$ cat src/design/idea_pkg.sv
// IDEA cipher package: payload structs, constants and word arithmetic helpers.
// No dependencies; used by idea_key_sched and idea_block_cipher_unit.
package idea_pkg;

  localparam int ROUNDS_DEF = 8;
  localparam int WORD_W     = 16;
  localparam int CFG_W      = 64;
  localparam int CFG_IDX_W  = 2;

  localparam logic [CFG_IDX_W-1:0] REG_KEY_UPPER = 2'd0;
  localparam logic [CFG_IDX_W-1:0] REG_KEY_LOWER = 2'd1;
  localparam logic [CFG_IDX_W-1:0] REG_DECRYPT   = 2'd2;

  typedef struct packed {
    logic [15:0] in_word1;
    logic [15:0] in_word2;
    logic [15:0] in_word3;
    logic [15:0] in_word4;
  } in_req_t;

  typedef struct packed {
    logic [15:0] out_word1;
    logic [15:0] out_word2;
    logic [15:0] out_word3;
    logic [15:0] out_word4;
  } out_res_t;

  // Low-high reduction of a 32-bit product of nonzero operands, mod 65537.
  function automatic logic [15:0] mul_reduce(input logic [31:0] q);
    logic [15:0] lo;
    logic [15:0] hi;
    lo = q[15:0];
    hi = q[31:16];
    if (lo > hi) mul_reduce = lo - hi;
    else         mul_reduce = 16'(17'(lo) + 17'd65537 - 17'(hi));
  endfunction

  // Result when one operand is the word zero (stands for 65536).
  function automatic logic [15:0] mul_zero(input logic [15:0] other);
    mul_zero = 16'(17'd65537 - 17'(other));
  endfunction

endpackage

$ cat src/design/idea_key_sched.sv
// IDEA subkey scheduler: expands the key into the subkey memory and inverts
// for decryption. Depends on idea_pkg; owns the subkey memory.
module idea_key_sched #(
  parameter int ROUNDS = idea_pkg::ROUNDS_DEF,
  parameter int NSUB   = 6 * ROUNDS + 4,
  parameter int ADDR_W = $clog2(NSUB)
) (
  input  logic                clk,
  input  logic                rst_n,
  input  logic                kick,
  input  logic [127:0]        key,
  input  logic                decrypt,
  input  logic [ADDR_W-1:0]   rd_addr,
  output logic [15:0]         rd_data,
  output logic                busy
);
  import idea_pkg::*;

  typedef enum logic [2:0] {
    S_IDLE, S_EXP, S_DREAD, S_DWAIT, S_INV, S_DWRITE
  } ks_state_t;

  logic [15:0] enc_mem [NSUB];
  logic [15:0] sub_mem [NSUB];

  ks_state_t   state_r;
  logic [127:0] key_r;
  logic [ADDR_W-1:0] idx_r;
  logic [2:0]  slice_r;
  logic        dec_r;
  logic [ADDR_W-1:0] src_r;
  logic [15:0] enc_q_r;
  logic [15:0] acc_r, pw_r;
  logic [4:0]  k_r;
  logic        sq_ph_r;
  logic [15:0] wdata;
  logic        wen;
  logic [ADDR_W-1:0] waddr;
  logic [31:0] prod_r;
  logic [15:0] mul_a, mul_b;
  logic        mul_zero_a, mul_zero_b;
  logic [ADDR_W-1:0] rnd_r;
  logic [2:0]  pos_r;

  // Destination round and position advance with idx_r; find source enc index.
  logic [ADDR_W-1:0] d_round, d_pos, s_round;
  always_comb begin
    d_round = rnd_r;
    d_pos   = ADDR_W'(pos_r);
    s_round = ADDR_W'(ROUNDS) - d_round;
    src_r   = '0;
    if (d_pos == 0 || d_pos == 3) src_r = ADDR_W'(s_round * 6 + d_pos);
    else if (d_pos == 1 || d_pos == 2) begin
      if (d_round == 0 || d_round == ADDR_W'(ROUNDS))
        src_r = ADDR_W'(s_round * 6 + d_pos);
      else
        src_r = ADDR_W'(s_round * 6 + (ADDR_W'(3) - d_pos));
    end else
      src_r = ADDR_W'((ADDR_W'(ROUNDS) - 1 - d_round) * 6 + d_pos);
  end

  always_ff @(posedge clk) begin
    if (state_r == S_EXP) enc_mem[idx_r] <= key_r[127 - 16*slice_r -: 16];
    if (wen) sub_mem[waddr] <= wdata;
    rd_data <= sub_mem[rd_addr];
    enc_q_r <= enc_mem[src_r];
    prod_r  <= mul_a * mul_b;
  end

  // Shared square-and-multiply: phase 0 acc*=pw, phase 1 pw*=pw.
  assign mul_a = sq_ph_r ? pw_r : acc_r;
  assign mul_b = pw_r;
  assign mul_zero_a = (mul_a == '0);
  assign mul_zero_b = (mul_b == '0);
  logic [15:0] mul_res;
  logic        zero_a_r, zero_b_r;
  logic [15:0] a_q_r, b_q_r;
  logic        inv_step_r;
  always_comb begin
    if (zero_a_r)      mul_res = mul_zero(b_q_r);
    else if (zero_b_r) mul_res = mul_zero(a_q_r);
    else               mul_res = mul_reduce(prod_r);
  end

  always_comb begin
    wen   = 1'b0;
    waddr = idx_r;
    wdata = enc_q_r;
    if (state_r == S_EXP && !dec_r) begin
      wen = 1'b1;
      wdata = key_r[127 - 16*slice_r -: 16];
    end else if (state_r == S_DWRITE) begin
      wen = 1'b1;
      if (d_pos == 0 || d_pos == 3) wdata = acc_r;
      else if (d_pos == 1 || d_pos == 2) wdata = 16'(17'h10000 - 17'(enc_q_r));
      else wdata = enc_q_r;
    end
  end

  assign busy = (state_r != S_IDLE);

  always_ff @(posedge clk) begin
    if (!rst_n) begin
      state_r    <= S_EXP;
      key_r      <= '0;
      dec_r      <= 1'b0;
      idx_r      <= '0;
      slice_r    <= '0;
      inv_step_r <= 1'b0;
      rnd_r      <= '0;
      pos_r      <= '0;
    end else begin
      zero_a_r <= mul_zero_a;
      zero_b_r <= mul_zero_b;
      a_q_r    <= mul_a;
      b_q_r    <= mul_b;
      if (kick) begin
        // Restart from scratch on every register write, even mid rebuild.
        state_r <= S_EXP; key_r <= key; dec_r <= decrypt;
        idx_r <= '0; slice_r <= '0;
      end else begin
        unique case (state_r)
          S_IDLE: ;
          S_EXP: begin
            slice_r <= slice_r + 3'd1;
            if (slice_r == 3'd7) key_r <= {key_r[102:0], key_r[127:103]};
            if (idx_r == ADDR_W'(NSUB - 1)) begin
              idx_r   <= '0;
              rnd_r   <= '0;
              pos_r   <= '0;
              state_r <= dec_r ? S_DREAD : S_IDLE;
            end else idx_r <= idx_r + 1'b1;
          end
          S_DREAD: state_r <= S_DWAIT;
          S_DWAIT: begin
            // Inverse only for multiplicative positions (last round has 4).
            if ((d_pos == 0 || d_pos == 3)) begin
              acc_r <= 16'd1; pw_r <= enc_q_r; k_r <= '0;
              sq_ph_r <= 1'b0; inv_step_r <= 1'b0; state_r <= S_INV;
            end else state_r <= S_DWRITE;
          end
          S_INV: begin
            // Each multiply: issue then take result next cycle.
            inv_step_r <= !inv_step_r;
            if (inv_step_r) begin
              if (!sq_ph_r) begin
                acc_r <= mul_res; sq_ph_r <= 1'b1;
              end else begin
                pw_r <= mul_res; sq_ph_r <= 1'b0;
                k_r  <= k_r + 5'd1;
                if (k_r == 5'd15) state_r <= S_DWRITE;
              end
            end
          end
          S_DWRITE: begin
            if (idx_r == ADDR_W'(NSUB - 1)) begin
              state_r <= S_IDLE; idx_r <= '0;
            end else begin
              idx_r <= idx_r + 1'b1; state_r <= S_DREAD;
              if (pos_r == 3'd5) begin
                pos_r <= '0; rnd_r <= rnd_r + 1'b1;
              end else pos_r <= pos_r + 3'd1;
            end
          end
          default: state_r <= S_IDLE;
        endcase
      end
    end
  end

`ifndef ASSERT_OFF
  a_wr_idx: assert property (@(posedge clk) disable iff (!rst_n)
    wen |-> waddr < ADDR_W'(NSUB)) else $error("subkey write out of range");
  a_kick_busy: assert property (@(posedge clk) disable iff (!rst_n)
    (state_r == S_IDLE && kick) |=> busy) else $error("kick ignored");
  a_inv_cnt: assert property (@(posedge clk) disable iff (!rst_n)
    state_r == S_INV |-> k_r < 5'd16) else $error("inverse overrun");
`endif
endmodule

$ cat src/design/idea_block_cipher_unit.sv
// IDEA block cipher top level: config registers, round sequencer, output.
// Depends on idea_pkg and idea_key_sched.
//
// One request enciphers or deciphers a 64-bit block with a 128-bit key. The
// block takes a request when start is high and busy is low, and shows the
// result on out_ for one cycle with out_valid; the receiver cannot stall.
// Each round streams its six subkeys out of the subkey memory (one read per
// cycle, data arriving the cycle after its address), then does four modular
// multiplies (the last two chained) on one registered multiplier and the
// word updates. The output transform follows the last round. Busy drops in
// the same cycle as the result strobe, so the block takes a new request
// only once the previous result is out. After reset busy stays high while
// the subkeys are built, and after each configuration write it stays high
// until they are rebuilt; in decrypt mode each of the 18 multiplicative
// inverses takes 16 square/multiply steps on a shared multiplier. A write
// during a rebuild restarts it.
module idea_block_cipher_unit #(
  parameter int ROUNDS = idea_pkg::ROUNDS_DEF
) (
  input  logic                              clk,
  input  logic                              rst_n,
  input  logic                              start,
  output logic                              busy,
  input  idea_pkg::in_req_t                 in_req,
  output logic                              out_valid,
  output idea_pkg::out_res_t                out_res,
  input  logic                              cfg_we,
  input  logic [idea_pkg::CFG_IDX_W-1:0]    cfg_index,
  input  logic [idea_pkg::CFG_W-1:0]        cfg_wdata
);
  import idea_pkg::*;

  localparam int NSUB   = 6 * ROUNDS + 4;
  localparam int ADDR_W = $clog2(NSUB);

  typedef enum logic [2:0] {
    S_IDLE, S_LOAD, S_MUL1, S_MUL2, S_MUL3, S_MUL4, S_FIN
  } core_state_t;

  core_state_t state_r;
  logic [63:0] key_hi_r, key_lo_r;
  logic        dec_r;
  logic        kick_r;
  logic        ks_busy;
  logic [ADDR_W-1:0] rd_addr_r;
  logic [15:0] sk;
  logic [15:0] z_r [6];
  logic [2:0]  zi_r;
  logic [ADDR_W-1:0] base_r;
  logic [4:0]  round_r;
  logic [15:0] x1_r, x2_r, x3_r, x4_r, kk_r;
  logic [15:0] ma_r, mb_r;
  logic [31:0] prod_r;
  logic        za_r, zb_r;
  logic [15:0] mres;

  // Hold configuration registers; restart subkey expansion on every write.
  always_ff @(posedge clk) begin
    if (!rst_n) begin
      key_hi_r <= '0; key_lo_r <= '0; dec_r <= 1'b0; kick_r <= 1'b0;
    end else begin
      kick_r <= cfg_we && (cfg_index == REG_KEY_UPPER || cfg_index == REG_KEY_LOWER ||
                           cfg_index == REG_DECRYPT);
      if (cfg_we) begin
        priority case (cfg_index)
          REG_KEY_UPPER: key_hi_r <= cfg_wdata;
          REG_KEY_LOWER: key_lo_r <= cfg_wdata;
          REG_DECRYPT:   dec_r <= cfg_wdata[0];
          default: ;
        endcase
      end
    end
  end

  idea_key_sched #(.ROUNDS(ROUNDS)) u_ks (
    .clk(clk), .rst_n(rst_n), .kick(kick_r), .key({key_hi_r, key_lo_r}),
    .decrypt(dec_r), .rd_addr(rd_addr_r), .rd_data(sk), .busy(ks_busy)
  );

  assign busy = (state_r != S_IDLE) || ks_busy || kick_r;

  // Registered multiplier, shared for all modular products.
  always_ff @(posedge clk) begin
    prod_r <= ma_r * mb_r;
    za_r   <= (ma_r == '0);
    zb_r   <= (mb_r == '0);
  end
  logic [15:0] ma_q_r, mb_q_r;
  always_ff @(posedge clk) begin ma_q_r <= ma_r; mb_q_r <= mb_r; end
  always_comb begin
    if (za_r)      mres = mul_zero(mb_q_r);
    else if (zb_r) mres = mul_zero(ma_q_r);
    else           mres = mul_reduce(prod_r);
  end

  logic last_r;
  logic [15:0] t1, t2;
  logic [1:0]  ph_r;
  assign t1 = mres;
  assign t2 = kk_r + mres;

  always_ff @(posedge clk) begin
    if (!rst_n) begin
      state_r <= S_IDLE; out_valid <= 1'b0; ph_r <= '0;
    end else begin
      out_valid <= (state_r == S_FIN);
      unique case (state_r)
        S_IDLE: if (start && !busy) begin
          x1_r <= in_req.in_word1; x2_r <= in_req.in_word2;
          x3_r <= in_req.in_word3; x4_r <= in_req.in_word4;
          base_r <= '0; round_r <= '0; rd_addr_r <= '0; zi_r <= '0;
          last_r <= (ROUNDS == 0);
          state_r <= S_LOAD;
        end
        S_LOAD: begin
          // Stream six subkeys (data arrives the cycle after its address).
          if (zi_r != 3'd0) z_r[zi_r - 3'd1] <= sk;
          if (zi_r == 3'd6) begin
            zi_r <= '0;
            state_r <= S_MUL1; ph_r <= '0;
          end else begin
            zi_r <= zi_r + 3'd1;
            if (zi_r < 3'd5) rd_addr_r <= rd_addr_r + 1'b1;
          end
        end
        S_MUL1: begin
          // Issue x1*z0 then x4*z3; collect on following cycles.
          unique case (ph_r)
            2'd0: begin ma_r <= x1_r; mb_r <= z_r[0]; ph_r <= 2'd1; end
            2'd1: begin ma_r <= x4_r; mb_r <= z_r[3]; ph_r <= 2'd2; end
            2'd2: begin x1_r <= mres; ph_r <= 2'd3; end
            default: begin
              x4_r <= mres;
              // Output transform adds z1 to the third word and z2 to the second; other rounds the reverse.
              if (last_r) begin
                x2_r <= x2_r + z_r[2];
                x3_r <= x3_r + z_r[1];
              end else begin
                x2_r <= x2_r + z_r[1];
                x3_r <= x3_r + z_r[2];
              end
              ph_r <= '0;
              state_r <= last_r ? S_FIN : S_MUL2;
            end
          endcase
        end
        S_MUL2: begin
          if (ph_r == 2'd2) begin
            kk_r <= mres; ma_r <= z_r[5]; mb_r <= mres + (x2_r ^ x4_r);
            ph_r <= '0; state_r <= S_MUL3;
          end else begin
            ph_r <= ph_r + 2'd1;
            if (ph_r == 2'd0) begin ma_r <= z_r[4]; mb_r <= x1_r ^ x3_r; end
          end
        end
        S_MUL3: begin
          if (ph_r == 2'd1) begin
            x1_r <= x1_r ^ t1; x4_r <= x4_r ^ t2;
            x2_r <= x3_r ^ t1; x3_r <= x2_r ^ t2;
            ph_r <= '0;
            round_r <= round_r + 5'd1;
            base_r  <= base_r + ADDR_W'(6);
            rd_addr_r <= base_r + ADDR_W'(6);
            last_r <= (round_r + 5'd1 == 5'(ROUNDS));
            state_r <= S_MUL4;
          end else ph_r <= ph_r + 2'd1;
        end
        S_MUL4: state_r <= S_LOAD;
        S_FIN: begin
          out_res.out_word1 <= x1_r;
          out_res.out_word2 <= x3_r;
          out_res.out_word3 <= x2_r;
          out_res.out_word4 <= x4_r;
          state_r <= S_IDLE;
        end
        default: state_r <= S_IDLE;
      endcase
    end
  end

`ifndef ASSERT_OFF
  a_one_strobe: assert property (@(posedge clk) disable iff (!rst_n)
    out_valid |=> !out_valid) else $error("double result strobe");
  a_round_bound: assert property (@(posedge clk) disable iff (!rst_n)
    state_r != S_IDLE |-> round_r <= 5'(ROUNDS)) else $error("round overrun");
  a_no_ks_during_run: assert property (@(posedge clk) disable iff (!rst_n)
    (state_r == S_LOAD) |-> !ks_busy) else $error("subkeys changed mid block");
`endif
endmodule
$ cat config.mk
export PLATFORM = sky130hd
export DESIGN_NAME = idea_block_cipher_unit
export DESIGN_NICKNAME = d
export VERILOG_FILES = /design/src/design/idea_pkg.sv /design/src/design/idea_key_sched.sv /design/src/design/idea_block_cipher_unit.sv
export SDC_FILE = /design/constraint.sdc
export NUM_CORES = 2
export LEC_CHECK = 0
export ABC_AREA = 1
export CELL_PAD_IN_SITES_DETAIL_PLACEMENT = 0
export CELL_PAD_IN_SITES_GLOBAL_PLACEMENT = 2
export CORE_MARGIN = 3
export CORE_UTILIZATION = 46
export DETAILED_ROUTE_END_ITERATION = 6
export DONT_BUFFER_PORTS = 1
export PLACE_DENSITY_LB_ADDON = 0.1
export SLEW_MARGIN = 10
export SYNTH_ARGS = -nofsm -noshare
export SYNTH_HDL_FRONTEND = slang
export SYNTH_HIERARCHICAL = 1
export SYNTH_SLANG_ARGS = --single-unit
$ cat constraint.sdc
create_clock -name clk -period 14.85 [get_ports clk]
set_clock_uncertainty 0.05 [all_clocks]
set_input_delay 1.485 -clock clk [delete_from_list [all_inputs] [get_ports clk]]
set_output_delay 1.485 -clock clk [all_outputs]
set_load 0.05 [all_outputs]
==> flow_summary.yaml <==
global_routing:
  grt_use_total_pct: 29.4
  grt_pass1_vias: 89400
  grt_max_degree: 235
  antenna_found_initial: 13
  grt_pass1_wl_um: 614000
  grt_overflow: 0
clock_network:
  clock-sinks: 2445
  cts_tree: "built"
  clock_latency_ns: 0.89
  cts_setup_buffers: 0
  cts_buffers: 278
  path_clk_slew_ns: 0.06
  ctsResizeCount: 0
  htree_levels: 5
  ctsHoldBuffers: 0
  clockBufferDepth: 4
  cts_root_buffer: "clkbuf_16"
worst_setup_path:
  start_kind: "flop"
  end_kind: "flop"
  reg2reg_slack_ns: 7.18
  cp.arrival_ns: 8.41
  r2r_end: "u_ks/prod_r[29]$_DFF_P_"
  worstPathRequired_ns: 15.59
  worstReg2RegStart: "u_ks/mul_b[3]$_DFFE_PP_"
  critPathMaxFanout: 14
  crit_start: "u_ks/mul_b[3]$_DFFE_PP_"
  cpPeakStageDelay_ns: 0.77
  cp_common_cell: "fa_1"
  reg2reg_depth: 24
  critPathTopFamily: "adder cells"
  path_class: "flop to flop"
  worstPathCellList: "inv_1 -> a21oi_1 -> inv_1 -> nor2_1 -> fa_1 -> fa_1 -> fa_1 -> fa_1 -> fa_1 -> inv_1 -> fa_1 -> inv_1 -> ha_1 -> nand2_1 -> nor2_1 -> inv_1 -> nor3_1 -> nand3_1 -> nand3_1 -> nand3_1 -> nand3_1 -> nand2_1 -> nand2_1 -> xor2_1"
  critical_path_cell_count: 24
  path_buf_inv: 5
  slowest_stage: "a21oi_1"
  endpoint: "u_ks/prod_r[29]$_DFF_P_"
cells_and_area:
  final_cell_mix: "nand2_1 (2,048), edfxtp_1 (2,028), inv_1 (1,445)"
  area_delta_synth_final_pct: 10.2
  fin_nets: 13300
  final_common_cell: "nand2_1"
  utilization_pct: 51.0
  post_route_cells_drive_above_1_share_pct: 6.53
synth:
  netlist_area_mm2: 0.125
  synthArstFlopShare_pct: 0
  ys_warn_count: 6
  synth_ff_type: "edfxtp_1"
  synthCells: 12500
  yosysSeqAreaShare_pct: 55.2
  synth_top_area_cell: "edfxtp_1"
  synth_top_cells_by_area: "edfxtp_1 (49%), fa_1 (6.8%), dfxtp_1 (6.7%), nand2_1 (6.1%), inv_1 (4.3%)"
  syn_nets: 13500
  yosys_register_bits: 2445
  ys_types: 69
  synth.avg_cell_area_um2: 10.0
  synth_top_area_share_pct: 48.5
  synth_edf_count: 2028
die:
  initial_core_util_pct: 46.3
  dieWidth_um: 528
  dieArea_mm2: 0.279
  die_y_um: 528
  fp.coreArea_mm2: 0.271
  boundaryPins: 200
  rows: 191
drt:
  wl_met3_um: 26500
  drt-initial-drc-count: 8870
  dr_total_vias: 92100
  top_layer_used: "met5"
  post-route-drc-count: 0
  vias_per_cell: 5.70
  dr.pass1.iters: 6
  avgRoutedWirePerCell_um: 25.9
  antenna_left: 0
  wl_um: 418000
  wl_met2_um: 193000
  wl_met1_um: 184000
placed_design:
  gp_congestion: 0.904
  port_buffers: 0
  dp_hpwl_um: 275000
timing:
  slew_headroom_pct: 12.3
  finalSetupViolCount: 0
  hold_viol_final: 0
  tns_ns: 0
  rsz0062_at_grt: "no"
  fin_crit_ns: 7.67
  tightest_slew_ns: 1.32
  period_share_pct: 51.7
  slew_viol_final: 0
  max_freq_mhz: 130
pwr:
  power_density_mw_per_mm2: 189
  leakagePower_nw: 54.5
  finalPower_w: 0.0261
  max-vdd-ir-drop_mv: 0.502
status:
  status: "completed"
min_path:
  hold_class: "flop to flop"
job:
  cap_violations: 0
-- kinds of logic after synthesis --
kind of cell | Yosys count | share of synthesized area, %
xor+xnor | 206 | 1.44
compound gates | 2053 | 9.44
buf+inv | 2171 | 6.69
simple gates | 4867 | 16.7
flops | 2445 | 55.2
mux | 2 | 0.0160
fa+ha+maj | 801 | 10.5
-- cells in the mapped netlist, types with 10 or more instances --
cell and number:
a22oi_1 18, buf_2 163, fa_1 426, o21ai_1 36, clkinv_1 20, xor2_1 139
a311oi_1 10, nand2_1 2051, o21a_1 30, a21oi_1 369, o21ai_0 976, nor4_1 17
nand3_1 935, nand3b_1 265, or2_2 19, o211ai_1 105, xnor2_1 67, o21bai_1 14
nand2_2 18, a211oi_1 21, nor3_1 117, inv_1 1452, ha_1 375, a21o_1 15
nand4_1 31, o22ai_1 187, buf_1 15, edfxtp_1 2028, nor2_1 1375, clkbuf_1 495
dfxtp_1 417, a31oi_1 101, inv_2 16, o221ai_1 110
-- worst min path at each step --
stage                     slack, ns                          end  cells after the start                   startpoint
after floorplan                0.30            ma_q_r[0]$_DFF_P_                      0            ma_r[0]$_DFFE_PP_
after global placement         0.41  u_ks/key_r[97]$_SDFFE_PN0P_                      2  u_ks/key_r[97]$_SDFFE_PN0P_
after detailed placement       0.41  u_ks/key_r[76]$_SDFFE_PN0P_                      2  u_ks/key_r[76]$_SDFFE_PN0P_
after CTS                      0.37  u_ks/key_r[86]$_SDFFE_PN0P_                      2  u_ks/key_r[61]$_SDFFE_PN0P_
after global routing           0.41  u_ks/key_r[86]$_SDFFE_PN0P_                      2  u_ks/key_r[61]$_SDFFE_PN0P_
final                          0.38  u_ks/key_r[86]$_SDFFE_PN0P_                      2  u_ks/key_r[61]$_SDFFE_PN0P_
-- report_power, final --
group / leakage [nW] / internal [W] / switching, W
Combinational: 28.2 / 0.00364 / 0.00736
Clock: 4.31 / 0.00384 / 0.00288
Sequential: 22.0 / 0.00806 / 0.000316
Total: 54.5 / 0.0155 / 0.0106
-- cell type report --
type                            count  area [um^2]
Tap cell                         3570         4470
Fill cell                       24600       133000
Timing Repair Buffer              212         1670
Clock buffer                      366         7590
Multi-Input combinational cell   7929        48400
Antenna cell                        9         22.5
Inverter                         1489         5610
Sequential cell                  2445        69300
Clock inverter                    137         1240
-- layer usage --
layer / global-route usage (%) / vias to the layer above
met1: 41.7 / 46000
met4: 9.33 / 14
met2: 47.2 / 3262
met5: 0 / -
met3: 3.62 / 597
li1: - / 42200
-- worst register-to-register path, stage by stage, from the launching register on --
cell and delay [ns]:
edfxtp_1 0.72, inv_1 0.32, a21oi_1 0.77, inv_1 0.57, nor2_1 0.32, fa_1 0.47, fa_1 0.58, fa_1 0.48
fa_1 0.48, fa_1 0.50, inv_1 0.05, fa_1 0.48, inv_1 0.05, ha_1 0.33, nand2_1 0.15, nor2_1 0.13
inv_1 0.05, nor3_1 0.28, nand3_1 0.13, nand3_1 0.17, nand3_1 0.10, nand3_1 0.12, nand2_1 0.07, nand2_1 0.07
xor2_1 0.15
-- stage by stage --
stage | std cells | instance area [um^2] | hold slack, ns | worst slack, ns
global route | 16200 | 138000 | 0.408 | 6.77
global placement | 15600 | 129000 | 0.410 | 7.25
CTS | 16100 | 138000 | 0.366 | 7.24
detailed placement | 15600 | 129000 | 0.413 | 7.30
floorplan | 12500 | 125000 | 0.296 | 8.10
finish | 16200 | 138000 | 0.380 | 7.18
-- state kept, by name (all words and copies together) (netlist names), 32 cells and up --
signal	cells
u_ks/enc_mem	832
u_ks/sub_mem	832
u_ks/key_r	128
z_r	96
key_hi_r	64
key_lo_r	64
out_res	64
prod_r	32
u_ks/prod_r	32
Note: power is estimated with default switching activity, not from simulation.
